$ cat src/hdl/kd_block_edge_binning_core_assert.svh
// Assertion macros for the kd edge binning core.
// Included by the top level; depends on nothing else.
`ifndef KD_BLOCK_EDGE_BINNING_CORE_ASSERT_SVH
`define KD_BLOCK_EDGE_BINNING_CORE_ASSERT_SVH

`define KD_ASSERT_IMPL(label, a, c) \
  label: assert property (@(posedge clk) disable iff (rst) (a) |-> (c)) \
    else $error("kd assertion failed");

`define KD_ASSERT_NEXT(label, a, c) \
  label: assert property (@(posedge clk) disable iff (rst) (a) |=> (c)) \
    else $error("kd assertion failed");

`endif

$ cat src/hdl/kdbin_pkg.sv
// Shared types and constants for the kd edge binning core.
// No dependencies.
package kdbin_pkg;
  localparam int CfgCount = 5;
  localparam logic [2:0] REG_MIN_X = 3'd0;
  localparam logic [2:0] REG_MIN_Y = 3'd1;
  localparam logic [2:0] REG_MAX_X = 3'd2;
  localparam logic [2:0] REG_MAX_Y = 3'd3;
  localparam logic [2:0] REG_LEAF  = 3'd4;

  localparam logic [1:0] STOP_LEAF  = 2'd0;
  localparam logic [1:0] STOP_CROSS = 2'd1;
  localparam logic [1:0] STOP_DEPTH = 2'd2;

  typedef struct packed {
    logic signed [16:0] x0;
    logic signed [16:0] y0;
    logic signed [16:0] x1;
    logic signed [16:0] y1;
  } box_t;

  typedef struct packed {
    logic signed [31:0] sx;
    logic signed [31:0] sy;
    logic signed [31:0] ex;
    logic signed [31:0] ey;
  } edge_t;
endpackage

$ cat src/hdl/kdbin_cell.sv
// One level of the kd descent: split the box it receives and hand the child on.
// Depends on kdbin_pkg.
module kdbin_cell #(
  parameter int IDX_BITS = 13
) (
  input  logic                  clk,
  input  logic                  rst,
  input  logic                  in_go,
  input  kdbin_pkg::box_t       in_box,
  input  kdbin_pkg::edge_t      in_edge,
  input  logic [IDX_BITS-1:0]   in_node,
  input  logic [15:0]           leaf_size,
  input  logic                  last_level,
  output logic                  out_go,
  output kdbin_pkg::box_t       out_box,
  output logic [IDX_BITS-1:0]   out_node,
  output logic                  done,
  output logic [1:0]            reason
);
  import kdbin_pkg::*;

  logic signed [17:0] w, h;
  logic signed [17:0] mid_sum;
  logic signed [16:0] mid;
  logic signed [31:0] pa, pb;
  logic signed [48:0] thr;
  logic along_x, is_leaf, p1, p2;
  box_t child;

  always_comb begin
    w = 18'(in_box.x1) - 18'(in_box.x0);
    h = 18'(in_box.y1) - 18'(in_box.y0);
    is_leaf = (w <= $signed({2'b00, leaf_size})) && (h <= $signed({2'b00, leaf_size}));
    along_x = (w >= h);
    mid_sum = along_x ? 18'(in_box.x0) + 18'(in_box.x1) : 18'(in_box.y0) + 18'(in_box.y1);
    mid = 17'((mid_sum + ((mid_sum < 0) ? 18'sd1 : 18'sd0)) >>> 1);
    pa = along_x ? in_edge.sx : in_edge.sy;
    pb = along_x ? in_edge.ex : in_edge.ey;
    thr = {{16{mid[16]}}, mid, 16'd0};
    p1 = 49'(pa) >= thr;
    p2 = 49'(pb) >= thr;
    child = in_box;
    if (along_x) begin
      if (p1) child.x0 = mid; else child.x1 = mid;
    end else begin
      if (p1) child.y0 = mid; else child.y1 = mid;
    end
  end

  always_comb begin
    done = in_go;
    if (is_leaf) reason = STOP_LEAF;
    else if (p1 != p2) reason = STOP_CROSS;
    else if (last_level) reason = STOP_DEPTH;
    else begin
      reason = STOP_LEAF;
      done = 1'b0;
    end
  end

  always_ff @(posedge clk) begin
    if (rst) begin
      out_go <= 1'b0;
    end else begin
      out_go <= in_go && !done;
    end
    out_box <= child;
    out_node <= IDX_BITS'({in_node, p1});
  end
endmodule

$ cat config.mk
export PLATFORM = sky130hd
export DESIGN_NAME = kdbin_cell
export DESIGN_NICKNAME = d
export VERILOG_FILES = /design/src/hdl/kd_block_edge_binning_core_assert.svh /design/src/hdl/kdbin_pkg.sv /design/src/hdl/kdbin_cell.sv
export SDC_FILE = /design/constraint.sdc
export NUM_CORES = 1
export LEC_CHECK = 0
export ABC_AREA = 1
export BUFFER_PORTS_ARGS = -buffer_cell sky130_fd_sc_hd__buf_2
export CAP_MARGIN = 15
export CORE_UTILIZATION = 55
export CTS_CLUSTER_SIZE = 24
export DETAILED_ROUTE_END_ITERATION = 7
export PLACE_DENSITY = 0.95
export SYNTH_ARGS = -nofsm -noshare
export SYNTH_HDL_FRONTEND = slang
export SYNTH_SLANG_ARGS = --single-unit
$ cat constraint.sdc
create_clock -name clk -period 9.4 [get_ports clk]
set_input_delay 0 -clock clk [delete_from_list [all_inputs] [get_ports clk]]
set_output_delay 0 -clock clk [all_outputs]
set_load 0.02 [all_outputs]
Word level (Yosys, flattened, before mapping)
Cells that the tools add are included.

storage, ports and cells
  input port bits = 229
  bits in writable memories = 0
  logic and storage cells = 39
  memories = 0
  bits in read-only memories = 0
  latch bits = 0
  bits in registers = 82
  output and inout port bits = 85

cells by class
  magnitude comparators = 6
  multiplexer cells = 18
  reduce and logical (&&, ||, !) cells = 3
  shifts and indexed selects = 0
  equality and inequality tests = 1
  div/mod/pow operators = 0
  bitwise logic cells = 0
  add/sub/neg operators = 5
  multipliers = 0

operators by type and width
  kind                 number
  $mux 17              8
  $ge 32x33->1         2
  $mux 32              2
  $add 17x17->18       2
  $le 18x17->1         2
  $sub 17x17->18       2
  $add 18x2->18        1
  $ge 18x18->1         1
  $lt 18x1->1 const B  1
  $mux 18              1
  $mux 2               3
  $mux 1               4
  $logic_and 1x1->1    2
  $logic_not 1->1      1
  $ne 1x1->1           1

Logic depth before layout (Yosys ltp)
  depth after elaboration = 12
  gate-level depth with buffers = 57
  gate-level depth less buffers = 55

Worst setup path before layout
No wires, ideal clock.

  path kind = in2reg
  start = input port in_box[36] (netlist name)
  end = register out_box[32] (netlist name)
  data arrival time = 5599 ps
  buffers on the path = 3
  stages = 56
  required time = 9282 ps
  slack = 3683 ps
  library setup time = 118 ps
  path through = inv_1 ha_1 inv_2 nor2_1 nand2_1 nand2_1 nand2_1 nand2_2 a21oi_1 o21ai_0 a31o_2 xor2_1 inv_1 ha_1 nand2_1 inv_1 nand3_1 o21bai_1 [... 20 more ...] xnor2_1 inv_1 ha_1 inv_1 o21bai_1 a21oi_1 o211a_1 nand3_1 nand2_1 nand2_1 nand2_2 nand2_4 nor2_4 inv_2 buf_6 buf_6 nand2_1 o21ai_2

RTL lines
  item                    RTL line          RTL
  start: declaration      kdbin_cell.sv:9   input kdbin_pkg::box_t in_box,
  end signal: assignment  kdbin_cell.sv:67  out_box <= child;
  end: declaration        kdbin_cell.sv:15  output kdbin_pkg::box_t out_box,

Worst setup path after layout
  start = input port in_box[36] (netlist name)
  end = register out_go

between the ends
  word-level cells in the longest chain between the ends = 12
  elaborated cells between the ends (all ways) = 18
  those cells by class = add/sub: 3; order compare: 5; eq/ne: 1; mux: 6; reduce/logical: 3

ends and longest elaborated chain
  item                             RTL line                            RTL
  $sub 17x17->18                   kdbin_cell.sv:32                    h = 18'(in_box.y1) - 18'(in_box.y0);
  $ge 18x18->1                     kdbin_cell.sv:34                    along_x = (w >= h);
  $mux 18                          kdbin_cell.sv:35                    mid_sum = along_x ? 18'(in_box.x0) + 18'(in_box.x1) : 18'(in_box.y0) + 18'(in_box.y1);
  $lt 18x1->1                      kdbin_cell.sv:36                    mid = 17'((mid_sum + ((mid_sum < 0) ? 18'sd1 : 18'sd0)) >>> 1);
  $mux 1                           kdbin_cell.sv:36
  $add 18x2->18                    kdbin_cell.sv:36
  $ge 32x33->1 (on tied branches)  kdbin_cell.sv:40, kdbin_cell.sv:41
  $ne 1x1->1                       kdbin_cell.sv:53                    else if (p1 != p2) reason = STOP_CROSS;
  $mux 1                           kdbin_cell.sv:53
  $mux 1 (*)                       kdbin_cell.sv:52                    if (is_leaf) reason = STOP_LEAF;
  $logic_not 1->1 (*)              kdbin_cell.sv:65                    out_go <= in_go && !done;
  $logic_and 1x1->1 (*)            kdbin_cell.sv:65
  end signal: assignment           kdbin_cell.sv:65
  end: declaration                 kdbin_cell.sv:14                    output logic out_go,

Every way passes the cells marked *; elsewhere a longest branch is shown, timed or not.
A chain may end at the register's enable or synchronous reset.

==> flow_metrics.py <==
metrics = {
    "status": {
        "status": "finished clean",
    },
    "sta": {
        "worst_slew_pin_slew_ns": 1.20,
        "period_share": 0.910,
        "finalHoldViolations": 0,
        "fin_tns_setup_ns": 0,
        "slew_violations": 0,
        "setup_viol": 0,
        "rsz0062_at_grt": "false",
        "relSlewSlack": 0.198,
        "fmax_mhz": 117,
        "finalCriticalPeriod_ns": 8.55,
    },
    "cts": {
        "cts_root_buffer": "clkbuf_16",
        "h-tree-depth": 3,
        "cts_buffer_depth": 2,
        "cts_tree": "done",
        "postCtsResizedCells": 0,
        "cts_sinks": 82,
        "clkSlewWorstSetupHoldPaths_ns": 0.07,
        "cts_setup_buffers": 0,
        "numCtsBuffers": 9,
    },
    "route": {
        "postRouteAntennaNets": 0,
        "dr_total_vias": 11200,
        "remaining_drc_errors": 0,
        "wirelength_mm": 35.6,
        "first_iter_violations": 858,
        "vias_per_cell": 5.55,
        "dr.pass1.iters": 5,
        "wl_per_cell_um": 17.7,
    },
    "die": {
        "coreArea_sq_um": 16600,
        "fp.dieW_um": 132,
        "die_h_um": 132,
        "initial_core_util": 0.563,
        "fp-row-count": 47,
        "io_pins": 314,
        "dieArea_sq_um": 17500,
    },
    "place": {
        "portBuffers": 312,
        "gp_congestion": 0.962,
        "place.detailed.hpwl_mm": 26.0,
    },
    "synth": {
        "synthAdderAreaFrac": 0.198,
        "synth_xor_area_frac": 0.0543,
        "synth.net_count": 1802,
        "yosysWarningCount": 0,
        "syn-cell-area_sq_um": 9340,
        "yosys-mux-area-fraction": 0.00429,
        "synth_top_family_by_area": "simple AND/OR/NAND/NOR gates",
        "syn_avg_cell_area_sq_um": 6.54,
        "synth_compound_area_frac": 0.151,
        "syn_inst": 1428,
        "synth_seq_cells": 82,
        "yosys.area_share.simple": 0.302,
        "ys_types": 55,
        "seq_area_frac_synth": 0.176,
    },
    "power": {
        "p_leak_nw": 6.83,
        "p_per_area_nw_per_um2": 259,
        "vdd_ir_drop_max_mv": 0.194,
    },
    "global_route": {
        "overflow": 0,
        "grt_pass1_vias": 10700,
        "grt_pass1_wl_mm": 55.3,
        "antenna_found_initial": 2,
        "grt_start_max_net_pins": 40,
        "grt_usage": 0.403,
    },
    "final_layout": {
        "multi_input_area_sq_um": 6620,
        "area_growth_pct": 28.9,
        "regArea_sq_um": 1640,
        "fillers": 1367,
        "utilization": 0.726,
        "nets": 2161,
        "drive_gt1_frac": 0.230,
    },
    "setup_path": {
        "end_kind": "register",
        "path_delay_family": "simple AND/OR/NAND/NOR gates",
        "cp_common_cell": "nand2_1",
        "slowest_stage": "xnor2_1",
        "cp-start-kind": "input port",
        "arrival_ns": 8.79,
        "worst_path_largest_cell_delay_ns": 0.79,
        "path_class": "in2reg",
        "cp_num_buf_inv": 10,
        "cp_data_required_time_ns": 9.64,
        "crit_fanout": 39,
    },
    "job": {
        "cap_viol_max_count": 0,
    },
    "hold_path": {
        "min_path_type": "in2reg",
    },
}
==> cell families (layout without fill, tap and decap cells) <==
logic type,Yosys count,in the layout
other,0,2
xor gates and xnor gates,57,57
muxes,4,4
AOI/OAI and AO/OA,243,243
adders and majority gates,145,145
DFF,82,82
and+or+nand+nor,634,634
buffers and inverters,263,627
==> sequential cells by signal, indices dropped and copies added, names as in the netlist <==
name      flops
out_box      68
out_node     13
out_go        1
==> path summary, 6_finish.rpt <==
| path | from | end | slack, ns | cells past startpoint |
|---|---|---|---|---|
| min | in_box[52] | out_box[52] | 0.02 | 3 |
| max | in_box[36] | out_go | 0.85 | 52 |
==> power by group <==
group	internal, mW	switching, mW	total, mW
sequential	0.520	0.0473	0.567
clock	0.210	0.169	0.379
combinational	0.659	1.52	2.18
==> through the flow <==
stage | std cells | total power, mW | setup slack [ns] | hold slack, ns | area (sq um)
floorplan | 1428 | 2.02 | 3.68 | 0.0277 | 9340
global placement | 1917 | 2.54 | 1.61 | 0.103 | 10900
detailed placement | 1917 | 2.61 | 1.43 | 0.104 | 10900
CTS | 2012 | 3.02 | 1.08 | 0.00656 | 12000
global route | 2014 | 3.33 | 0.188 | 0.0276 | 12000
finish | 2014 | 3.12 | 0.846 | 0.0192 | 12000
==> synthesized netlist by cell type, drive strengths merged <==
cell type,n,area share
a21o,4,0.0032
o21a,2,0.0016
a22oi,2,0.0016
or2,10,0.0067
a31o,3,0.0028
xnor2,9,0.0084
nand3b,9,0.0072
clkbuf,5,0.0023
o211a,1,0.0011
a32oi,1,0.00094
o21bai,11,0.0092
fa,4,0.0086
o311ai,1,0.00094
nor2,78,0.036
nand2,411,0.17
nand3,71,0.041
a21boi,2,0.0016
o211ai,3,0.0024
o41a,1,0.0012
nor4,21,0.014
a31oi,8,0.0060
a2111oi,1,0.00094
inv,217,0.087
a221oi,1,0.00094
and3,4,0.0027
ha,141,0.19
buf,41,0.026
a41oi,1,0.00094
dfxtp,82,0.18
xor2,48,0.046
a211oi,5,0.0040
o31ai,7,0.0056
a21oi,79,0.042
o32ai,1,0.00094
mux2i,4,0.0043
o21ai,109,0.063
nand4,15,0.011
nor3,15,0.0092
==> metal layers <==
layer / part of all wire / global-route usage
met3: 0.093 / 0.0727
met5: 0 / 0
met2: 0.46 / 0.687
met1: 0.40 / 0.494
met4: 0.043 / 0.178
==> final cells by class <==
class | instances | share of cell area
Clock buffer | 10 | 0.0190
Antenna cell | 2 | 0.000416
Inverter | 217 | 0.0677
Tap cell | 220 | 0.0229
Sequential cell | 82 | 0.136
Clock inverter | 6 | 0.00613
Timing Repair Buffer | 394 | 0.197
Multi-Input combinational cell | 1083 | 0.550
==> cells in the final DEF, fill, tap and decap left out, types with 7 or more instances in the layout <==
master and n:
o21bai_1 10, xnor2_1 9, o21ai_1 46, a31oi_1 7
nor4_1 21, clkbuf_16 9, dfxtp_1 82, nor2_1 70
ha_1 141, xor2_1 47, or2_2 10, nand4_1 14
nand3b_1 9, nor3_1 14, o21ai_2 11, nand2_1 380
a21oi_1 79, buf_2 312, o21ai_0 52, inv_1 207
o31ai_1 7, nand2_2 30, nand3_1 66, inv_2 10
dlygate4sd3_1 79
==> what timing repair did <==
| action | 4_1_cts | 5_1_grt |
|---|---|---|
| endpoints found under the setup margin | 0 | 0 |
| hold buffers | 79 | 0 |
| endpoints found under the hold margin | 77 | 0 |
Power figures use the tool's default switching activity.
